`src/rtl/core/tpt_pkg.sv`:
```
// Shared constants and types for the address translator.
// Depends on nothing; used by the TLB and the top level.
package tpt_pkg;

  localparam int ADDR_W       = 16;
  localparam int FRAME_BYTES  = 256;
  localparam int PAGE_ENTRIES = 256;
  localparam int TLB_ENTRIES  = 16;
  localparam int OFFSET_W     = $clog2(FRAME_BYTES);
  localparam int PAGE_W       = $clog2(PAGE_ENTRIES);
  localparam int TLB_IDX_W    = $clog2(TLB_ENTRIES);
  localparam int FRAME_W      = 8;
  localparam int NFF_W        = FRAME_W + 1;
  localparam int CNT_W        = 32;

  // Result of an associative TLB search.
  typedef struct packed {
    logic               hit;
    logic [FRAME_W-1:0] frame;
  } tlb_lookup_t;

  // FIFO refill request for the TLB.
  typedef struct packed {
    logic               en;
    logic [PAGE_W-1:0]  page;
    logic [FRAME_W-1:0] frame;
  } tlb_fill_t;

endpackage

```
`src/rtl/core/tlb_page_table_translator.sv`:
```
// Channel     Signals                                   Handshake
// request     start, busy, logical_address              start high while busy low
// result      done, physical_address, frame_number,     done strobe, one cycle
//             tlb_hit, page_fault, hits_so_far, faults_so_far
//
// Each transaction has a lookup cycle that searches the TLB and reads the page
// table memory, and a resolve cycle that allocates a frame and writes the page
// table on a fault and refills the TLB on a TLB miss. The page table read is
// registered. The result strobes in the cycle after resolve, and a new
// transaction may start in that same cycle.
// Reset is synchronous and clears all valid bits at once, with no clearing
// pass. The receiver cannot stall; every result is taken when it is shown.
// Depends on tpt_pkg and tpt_tlb.
module tlb_page_table_translator (
  input  logic                          clk,
  input  logic                          rst,
  input  logic                          start,
  output logic                          busy,
  input  logic [tpt_pkg::ADDR_W-1:0]    logical_address,
  output logic                          done,
  output logic [tpt_pkg::ADDR_W-1:0]    physical_address,
  output logic [tpt_pkg::FRAME_W-1:0]   frame_number,
  output logic                          tlb_hit,
  output logic                          page_fault,
  output logic [tpt_pkg::CNT_W-1:0]     hits_so_far,
  output logic [tpt_pkg::CNT_W-1:0]     faults_so_far
);

  localparam logic ST_IDLE    = 1'b0;
  localparam logic ST_RESOLVE = 1'b1;

  localparam logic [tpt_pkg::NFF_W-1:0] NFF_MAX = '1;
  localparam logic [tpt_pkg::CNT_W-1:0] CNT_MAX = '1;

  logic                                state;
  logic                                accept;
  logic [tpt_pkg::PAGE_W-1:0]          page_in;
  tpt_pkg::tlb_lookup_t                lookup;
  tpt_pkg::tlb_fill_t                  fill;

  // Lookup-cycle registers.
  logic [tpt_pkg::PAGE_W-1:0]          page_q;
  logic [tpt_pkg::OFFSET_W-1:0]        offset_q;
  logic                                hit_q;
  logic [tpt_pkg::FRAME_W-1:0]         tlb_frame_q;
  logic                                pt_hit_q;
  logic [tpt_pkg::FRAME_W-1:0]         pt_rdata;

  // Page table storage.
  logic [tpt_pkg::FRAME_W-1:0]         pt_mem [tpt_pkg::PAGE_ENTRIES];
  logic [tpt_pkg::PAGE_ENTRIES-1:0]    pt_valid;

  logic [tpt_pkg::NFF_W-1:0]           next_free;
  logic [tpt_pkg::NFF_W-1:0]           next_free_next;
  logic [tpt_pkg::CNT_W-1:0]           hit_count;
  logic [tpt_pkg::CNT_W-1:0]           hit_count_next;
  logic [tpt_pkg::CNT_W-1:0]           fault_count;
  logic [tpt_pkg::CNT_W-1:0]           fault_count_next;

  logic                                resolve;
  logic                                fault;
  logic [tpt_pkg::FRAME_W-1:0]         frame;

  assign busy    = (state == ST_RESOLVE);
  assign accept  = start && (state == ST_IDLE);
  assign resolve = (state == ST_RESOLVE);
  assign page_in = tpt_pkg::PAGE_W'(logical_address >> tpt_pkg::OFFSET_W);

  tpt_tlb u_tlb (
    .clk    (clk),
    .rst    (rst),
    .page   (page_in),
    .lookup (lookup),
    .fill   (fill)
  );

  // Sequencer: a lookup cycle, then a resolve cycle.
  always_ff @(posedge clk) begin
    if (rst) begin
      state <= ST_IDLE;
    end else begin
      case (state)
        ST_IDLE: begin
          if (start) begin
            state <= ST_RESOLVE;
          end
        end
        ST_RESOLVE: begin
          state <= ST_IDLE;
        end
        default: begin
          state <= ST_IDLE;
        end
      endcase
    end
  end

  // Capture the TLB result and read the page table at the accepted page.
  always_ff @(posedge clk) begin
    if (accept) begin
      page_q      <= page_in;
      offset_q    <= tpt_pkg::OFFSET_W'(logical_address);
      hit_q       <= lookup.hit;
      tlb_frame_q <= lookup.frame;
      pt_rdata    <= pt_mem[page_in];
    end
  end

  // Page table valid bits sit in flip-flops so that reset clears them at once.
  always_ff @(posedge clk) begin
    if (rst) begin
      pt_valid <= '0;
      pt_hit_q <= 1'b0;
    end else begin
      if (accept) begin
        pt_hit_q <= pt_valid[page_in];
      end
      if (resolve && fault) begin
        pt_valid[page_q] <= 1'b1;
      end
    end
  end

  // A fault writes the newly allocated frame into the page table.
  always_ff @(posedge clk) begin
    if (resolve && fault) begin
      pt_mem[page_q] <= next_free[tpt_pkg::FRAME_W-1:0];
    end
  end

  // Resolve the frame and the counter updates.
  always_comb begin
    fault = !hit_q && !pt_hit_q;
    if (hit_q) begin
      frame = tlb_frame_q;
    end else if (pt_hit_q) begin
      frame = pt_rdata;
    end else begin
      frame = next_free[tpt_pkg::FRAME_W-1:0];
    end

    next_free_next   = next_free;
    hit_count_next   = hit_count;
    fault_count_next = fault_count;
    if (hit_q && (hit_count != CNT_MAX)) begin
      hit_count_next = hit_count + 1'b1;
    end
    if (fault) begin
      if (fault_count != CNT_MAX) begin
        fault_count_next = fault_count + 1'b1;
      end
      if (next_free != NFF_MAX) begin
        next_free_next = next_free + 1'b1;
      end
    end

    fill.en    = resolve && !hit_q;
    fill.page  = page_q;
    fill.frame = frame;
  end

  // Allocation pointer and counters, plus the result strobe.
  always_ff @(posedge clk) begin
    if (rst) begin
      next_free   <= '0;
      hit_count   <= '0;
      fault_count <= '0;
      done        <= 1'b0;
    end else begin
      done <= resolve;
      if (resolve) begin
        next_free   <= next_free_next;
        hit_count   <= hit_count_next;
        fault_count <= fault_count_next;
      end
    end
  end

  // Result registers hold the transaction until the next one resolves.
  always_ff @(posedge clk) begin
    if (resolve) begin
      physical_address <= tpt_pkg::ADDR_W'({frame, offset_q});
      frame_number     <= frame;
      tlb_hit          <= hit_q;
      page_fault       <= fault;
      hits_so_far      <= hit_count_next;
      faults_so_far    <= fault_count_next;
    end
  end

endmodule

```
`src/rtl/core/tpt_tlb.sv`:
```
// Fully associative TLB with FIFO replacement and first-match lookup.
// Depends on tpt_pkg for widths, depth and the lookup and fill structs.
module tpt_tlb (
  input  logic                              clk,
  input  logic                              rst,
  input  logic [tpt_pkg::PAGE_W-1:0]        page,
  output tpt_pkg::tlb_lookup_t              lookup,
  input  tpt_pkg::tlb_fill_t                fill
);

  logic [tpt_pkg::PAGE_W-1:0]    tags   [tpt_pkg::TLB_ENTRIES];
  logic [tpt_pkg::FRAME_W-1:0]   frames [tpt_pkg::TLB_ENTRIES];
  logic [tpt_pkg::TLB_ENTRIES-1:0] valid;
  logic [tpt_pkg::TLB_IDX_W-1:0] fill_ptr;
  logic [tpt_pkg::TLB_IDX_W-1:0] fill_ptr_next;

  // Compare every entry in parallel; the lowest valid match wins.
  always_comb begin
    lookup.hit   = 1'b0;
    lookup.frame = '0;
    for (int i = 0; i < tpt_pkg::TLB_ENTRIES; i++) begin
      if (!lookup.hit && valid[i] && (tags[i] == page)) begin
        lookup.hit   = 1'b1;
        lookup.frame = frames[i];
      end
    end
  end

  // The fill pointer wraps after the last entry.
  always_comb begin
    if (fill_ptr == tpt_pkg::TLB_IDX_W'(tpt_pkg::TLB_ENTRIES - 1)) begin
      fill_ptr_next = '0;
    end else begin
      fill_ptr_next = fill_ptr + 1'b1;
    end
  end

  // Valid bits and the pointer are control state and clear on reset.
  always_ff @(posedge clk) begin
    if (rst) begin
      valid    <= '0;
      fill_ptr <= '0;
    end else if (fill.en) begin
      valid[fill_ptr] <= 1'b1;
      fill_ptr        <= fill_ptr_next;
    end
  end

  // Tag and frame storage needs no reset.
  always_ff @(posedge clk) begin
    if (fill.en) begin
      tags[fill_ptr]   <= fill.page;
      frames[fill_ptr] <= fill.frame;
    end
  end

endmodule

```
`config.mk`:
```
export PLATFORM = sky130hd
export DESIGN_NAME = tlb_page_table_translator
export DESIGN_NICKNAME = d
export VERILOG_FILES = /design/src/rtl/core/tpt_pkg.sv /design/src/rtl/core/tlb_page_table_translator.sv /design/src/rtl/core/tpt_tlb.sv
export SDC_FILE = /design/constraint.sdc
export NUM_CORES = 2
export LEC_CHECK = 0
export BUFFER_PORTS_ARGS = -buffer_cell sky130_fd_sc_hd__buf_2
export CORE_ASPECT_RATIO = 0.5
export CORE_MARGIN = 2
export CORE_UTILIZATION = 59
export CTS_BUF_LIST = sky130_fd_sc_hd__clkbuf_4 sky130_fd_sc_hd__clkbuf_8
export CTS_CLUSTER_DIAMETER = 80
export CTS_CLUSTER_SIZE = 10
export DETAILED_ROUTE_END_ITERATION = 6
export PLACE_DENSITY_LB_ADDON = 0.08
export SYNTH_ARGS = -nofsm -noshare
export SYNTH_HDL_FRONTEND = slang
export SYNTH_HIERARCHICAL = 1
export SYNTH_SLANG_ARGS = --single-unit
```
`constraint.sdc`:
```
create_clock -name clk -period 5.85 [get_ports clk]
set_input_delay 0.2925 -clock clk [delete_from_list [all_inputs] [get_ports clk]]
set_output_delay 0.2925 -clock clk [all_outputs]
set_load 0.02 [all_outputs]
```
# Word level (Yosys, flattened, before mapping)
# Memory sizes are Yosys's and may differ from the RTL's. A register that Yosys moved wholly into a read port is not among the register bits.
# Index checks and enable logic that the tools add are counted.
classes:
  add_sub_neg: 4
  n_mul: 0
  div: 0
  order_cmp: 5
  eq_ne: 20
  shift: 0
  mux: 34
  bitwise: 3
  reduce_logical: 56
ops:
  columns: ["op", "count"]
  rows:
  - ["bitwise OR 256 bit", 1]
  - ["2-to-1 mux 9 bit", 15]
  - ["equality test 8 bit", 16]
  - ["2-to-1 mux 32 bit", 3]
  - ["adder 32 x 1 -> 32 bit, second input constant", 2]
  - ["!= test 32 bit, second input constant", 2]
  - ["logical AND 1 bit", 38]
  - ["2-to-1 mux 8 bit", 3]
  - ["less-than comparator 8 x 9 -> 1 bit, second input constant", 2]
  - ["zero test 1 bit", 17]
  - ["bitwise OR 16 bit", 1]
  - ["adder 9 x 1 -> 9 bit, second input constant", 1]
  - ["!= test 9 bit, second input constant", 1]
  - ["binary-select mux 1 bit (select 8 bit)", 1]
  - ["demux 1 bit (select 8 bit)", 1]
  - [">= comparator 8 x 1 -> 1 bit, second input constant", 1]
  - ["2-to-1 mux 1 bit", 8]
  - ["less-than comparator 4 x 5 -> 1 bit, second input constant", 1]
  - ["adder 4 x 1 -> 4 bit, second input constant", 1]
  - ["demux 1 bit (select 4 bit)", 1]
  - ["equality test 4 bit, second input constant", 1]
  - [">= comparator 4 x 1 -> 1 bit, second input constant", 1]
  - ["2-to-1 mux 4 bit", 1]
  - ["AND reduction 3 bit", 1]
  - ["2 further kinds", 2]
word_totals:
  register_bits: 467
  latch_bits: 0
  ramBits: 2304
  mem_bits_ro: 0
  inputBits: 19
  wordCells: 144
  mem_count: 3
mem_list:
  columns: ["name", "words", "word_bits", "read_ports", "rd_ports_with_merged_regs", "write_ports", "line_no", "rtl"]
  rows:
  - ["pt_mem", 256, 8, 1, 1, 1, "tlb_page_table_translator.sv:50", "logic [tpt_pkg::FRAME_W-1:0] pt_mem [tpt_pkg::PAGE_ENTRIES];"]
  - ["u_tlb.frames", 16, 8, 16, 0, 1, "tpt_tlb.sv:12", "logic [tpt_pkg::FRAME_W-1:0] frames [tpt_pkg::TLB_ENTRIES];"]
  - ["u_tlb.tags", 16, 8, 16, 0, 1, "tpt_tlb.sv:11", "logic [tpt_pkg::PAGE_W-1:0] tags [tpt_pkg::TLB_ENTRIES];"]

# Longest topological paths before layout
# An unclocked memory read counts as a cell.
logic_depth:
  word_depth: 64
  mapped_depth: 15

# Hierarchy
# Netlist, hierarchy kept.
modules_own_cells:
  columns: ["module", "instances", "cells_per_inst", "area_each_um2", "seq_area_each_um2"]
  rows:
  - ["tlb_page_table_translator", 1, 5027, 95666.8, 71598.7]
  - ["tpt_tlb", 1, 778, 11646.2, 8087.8]

# Least setup slack after synthesis
# No wires, ideal clock.
synth_path:
  path_type: "flip-flop to flip-flop"
  from: "register next_free[1] (netlist bit)"
  to: "register next_free[6] (netlist bit)"
  arrival_ns: 5.233
  required_ns: 5.771
  setup_slack_ns: 0.539
  path_stages_with_launch: 10
  path_buffers: 0
  cell_sequence: "dfxtp_1 -> ha_1 -> nand3_1 -> nor2_1 -> ha_1 -> nor2_1 -> and3_1 -> nand4_1 -> xor2_1 -> nor2_1"
synth_via:
  elab_chain_len: 2
synth_lines:
  columns: ["element", "line_no", "rtl"]
  rows:
  - ["from (decl)", "tlb_page_table_translator.sv:53", "logic [tpt_pkg::NFF_W-1:0] next_free;"]
  - ["from (signal assigned)", "tlb_page_table_translator.sv:172", "next_free <= next_free_next;"]
  - ["parallel branches: the longest is 2 deep, another holds adder 9 x 1 -> 9 bit", null, null]
# Parallel ways; which one is timed is not known.
# A chain may end at the register's enable or synchronous reset.

==> impl_results.md <==
* Status: finished, final reports clean
* Maximum root-to-sink buffer count at 4
* Worst R2R Path Depth at 4
* Share of layout cells above drive strength 1 at 23.3%
* Worst hold stages at 2
* Port Buffers at 110
* TritonRoute pass-1 iters at 6
* Power Dens Cells at 312 nW/um2
* WS Path Type: input port to flip-flop
* CTS buffer count at 319
* Met2 layer usage reported by global route at 43.3%
* Synthesized area at 107000 um2
* Final setup fails at 0
* Async set or reset register ratio after synthesis at 0%
* CP peak stage delay at 0.75 ns
* Detail Route Antenna Nets at 0
* Post-synth EDFFs at 2419
* Synth Warn # at 6
* Die Footprint at 186000 um2
* Synth top area cells: edfxtp_1 68%, mux4_2 12%, dfxtp_1 6.6%
* Most frequent cell after synthesis: edfxtp_1
* Cts hold-fix bufs at 14
* Max_slew headroom at 12.7%
* Vias in the first global route at 56700
* Clock tree from TritonCTS: done
* Post-Syn Nets at 5832
* RSZ-0062 raised after global routing: false
* Net Sw Frac at 21.6%
* Final HPWL DP at 162000 um
* Final core utilization at 65.0%
* # resized after CTS at 0
* I/O pin total at 111
* Slew Viols, Final at 0
* Final WL at 270000 um
* Hold Vio Cnt, Final at 0
* Skew-Pair Late Insertion Delay at 0.97 ns
* Core box area at 180000 um2
* Worst Path Required at 6.57 ns
* Crit-path cells: dlygate4sd3_1 -> buf_2 -> buf_4 -> nand2b_1 -> buf_4 -> a21oi_1 -> nor4_1 -> o22ai_1 -> or2_2
* Via count at 57400
* Hold/Removal Path Class: input port to flip-flop
* Area of the multi-input gates at 26000 um2
* Die Wd at 607 um
* Prevailing post-synth register cell: edfxtp_1
* Net count, final at 6043
* Critical Path Most Common Cell: buf_4
* Non-filler cells, final at 8689
* Fmax achieved at 233 MHz
* Post-CTS setup buffer count at 0
* Leakage power at 37.4 nW
* Pwr Total at 36.5 mW
* Post-Syn Instances at 5805
* Post-synthesis sequential area ratio at 74.3%
* Buffers & Inverters on Critical Path at 4
* Setup TNS at 0 ns
* Fill cell count at 12200
* Largest net degree at the start of global routing at 206
* Synth area leader: edfxtp_1
* Worst Setup Slack, final at 1.56 ns
* RR Startpoint: page_q[5]$_DFFE_PP_
* Worst Path Max Fanout at 18
* Grt ovf at 0
* Wire per inst at 31.1 um
* Clock sink total at 2771
* Initial Utilization at 59.5%
* Global placement routability congestion at 0.861
* Pre-CTS WS at 0.753 ns
* Drt drc at 0
* GRT Resource Usage Total at 29.2%
* Reg-to-reg endpoint: pt_mem[109][3]$_DFFE_PP_
* Worst-margin pin slew at 1.31 ns
* Max Cap Viol at 0
* Synth top cells by count: 2419 x edfxtp_1, 567 x mux4_2, 380 x nor2_1, 352 x dfxtp_1, 266 x a22oi_1
* DR iter-0 viols at 7668
* Period utilization at 73.3%
* Worst path top cell family by delay: buffers and inverters
* Crit-path slowest cell: nor4_1
* Die Y at 306 um
* Clock Power Share at 37.2%
* Hold Path End: offset_q[4]$_DFFE_PP_
* Logic pwr share at 4.2%
* CTS clk-pin slew, worst paths at 0.08 ns
* Initial antenna violation count at 17
* GRT busiest layer: met1
* Worst Skew at 0.0505 ns
* FF/Latch Area at 79700 um2
* Sw power at 7.90 mW
* Placed cell count at 8089
* First-pass GRT wire length at 392000 um
* Internal at 28.6 mW
* Row cnt at 110
* Crit start category: input port
* Area Overhead vs Synth at 9.19%
* R2R Setup Slk at 1.58 ns
* Root Buffer: clkbuf_8
* Critical path arrival at 5.01 ns
* Sequential power share at 58.6%
* Top cell type's share of synthesized area at 67.7%
* Yosys reg bits at 2771
* Netlist cell types at 85
* Crit end category: flip-flop
* Min Clock Period, post-route at 4.29 ns
* Grt met1 use at 44.0%
* # H-tree levels at 5
* Worst vdd ir at 159 uV
* Worst hold start: logical_address[4]
* Synth Area per Inst at 18.5 um2
* Met3 Usage GRT at 7.42%
* Vias/cell at 6.60
## per-stage QoR
step | hold slack [ns] | area (um2)
floorplan | 0.391 | 107000
global placement | 0.400 | 111000
detailed placement | 0.405 | 111000
CTS | 0.000533 | 117000
global route | 0.0304 | 117000
finish | 0.0716 | 117000
## worst max path at each step
stage / depth (start not counted) / slack [ns] / startpoint / to
2_1_floorplan: 9 / 0.54 / next_free[1]$_SDFFE_PP0P_ / next_free[6]$_SDFFE_PP0P_
3_3_place_gp: 9 / 0.78 / logical_address[9] / pt_rdata[5]$_DFFE_PP_
3_5_place_dp: 9 / 0.75 / logical_address[9] / pt_rdata[5]$_DFFE_PP_
4_1_cts: 5 / 1.66 / busy$_SDFF_PP0_ / pt_mem[72][0]$_DFFE_PP_
5_1_grt: 4 / 1.45 / page_q[5]$_DFFE_PP_ / pt_mem[108][3]$_DFFE_PP_
6_report: 9 / 1.56 / logical_address[13] / pt_rdata[5]$_DFFE_PP_
## area by class of cell
type,count,area share (%)
multi-input combinational,2649,22.2
antenna,4,0.00854
timing repair buffer,240,1.58
inverter,35,0.119
tap,2408,2.57
clock inverter,15,0.104
sequential,2771,68.0
clock buffer,567,5.38
## flip-flops by register name, indices dropped and copies added (netlist names), 16 cells and up
register          count
u_tlb/valid          16
physical_address     16
hit_count            32
u_tlb/frames        128
fault_count          32
hits_so_far          32
pt_mem             2048
faults_so_far        32
pt_valid            256
u_tlb/tags          128
## cell usage in the layout, fill, tap and decap left out, drive strengths merged, types with 64 or more instances in the layout
cell	n
nand3	82
dfxtp	352
nor2	382
o21a	253
nand2	137
xnor2	136
edfxtp	2419
xor2	76
a21oi	213
a22oi	266
clkbuf	567
buf	226
o21ai	64
mux4	567
## metal layers
metal | vias to the layer above | share of wire [%]
met5 | - | 0.014
met4 | 6 | 2.4
met3 | 456 | 11
met2 | 2969 | 45
met1 | 30200 | 42
li1 | 23800 | -
## power by group through the flow
stage	clock network [mW]	registers (mW)	logic (mW)
2_1_floorplan	0	21.8	0.918
6_report	13.6	21.4	1.52
3_3_place_gp	0	21.8	1.49
3_5_place_dp	0	21.8	1.51
5_1_grt	14.6	21.4	1.59
4_1_cts	13.7	21.4	1.52
## cell families after synthesis
logic type,share of synthesized area [%]
and+or+nand+nor,4.30
muxes,12.3
AOI/OAI and AO/OA,5.70
buffers and inverters,1.56
adders and majority gates,0.0933
DFF,74.3
xor gates and xnor gates,1.77
Note: power is estimated with default switching activity, not from simulation.
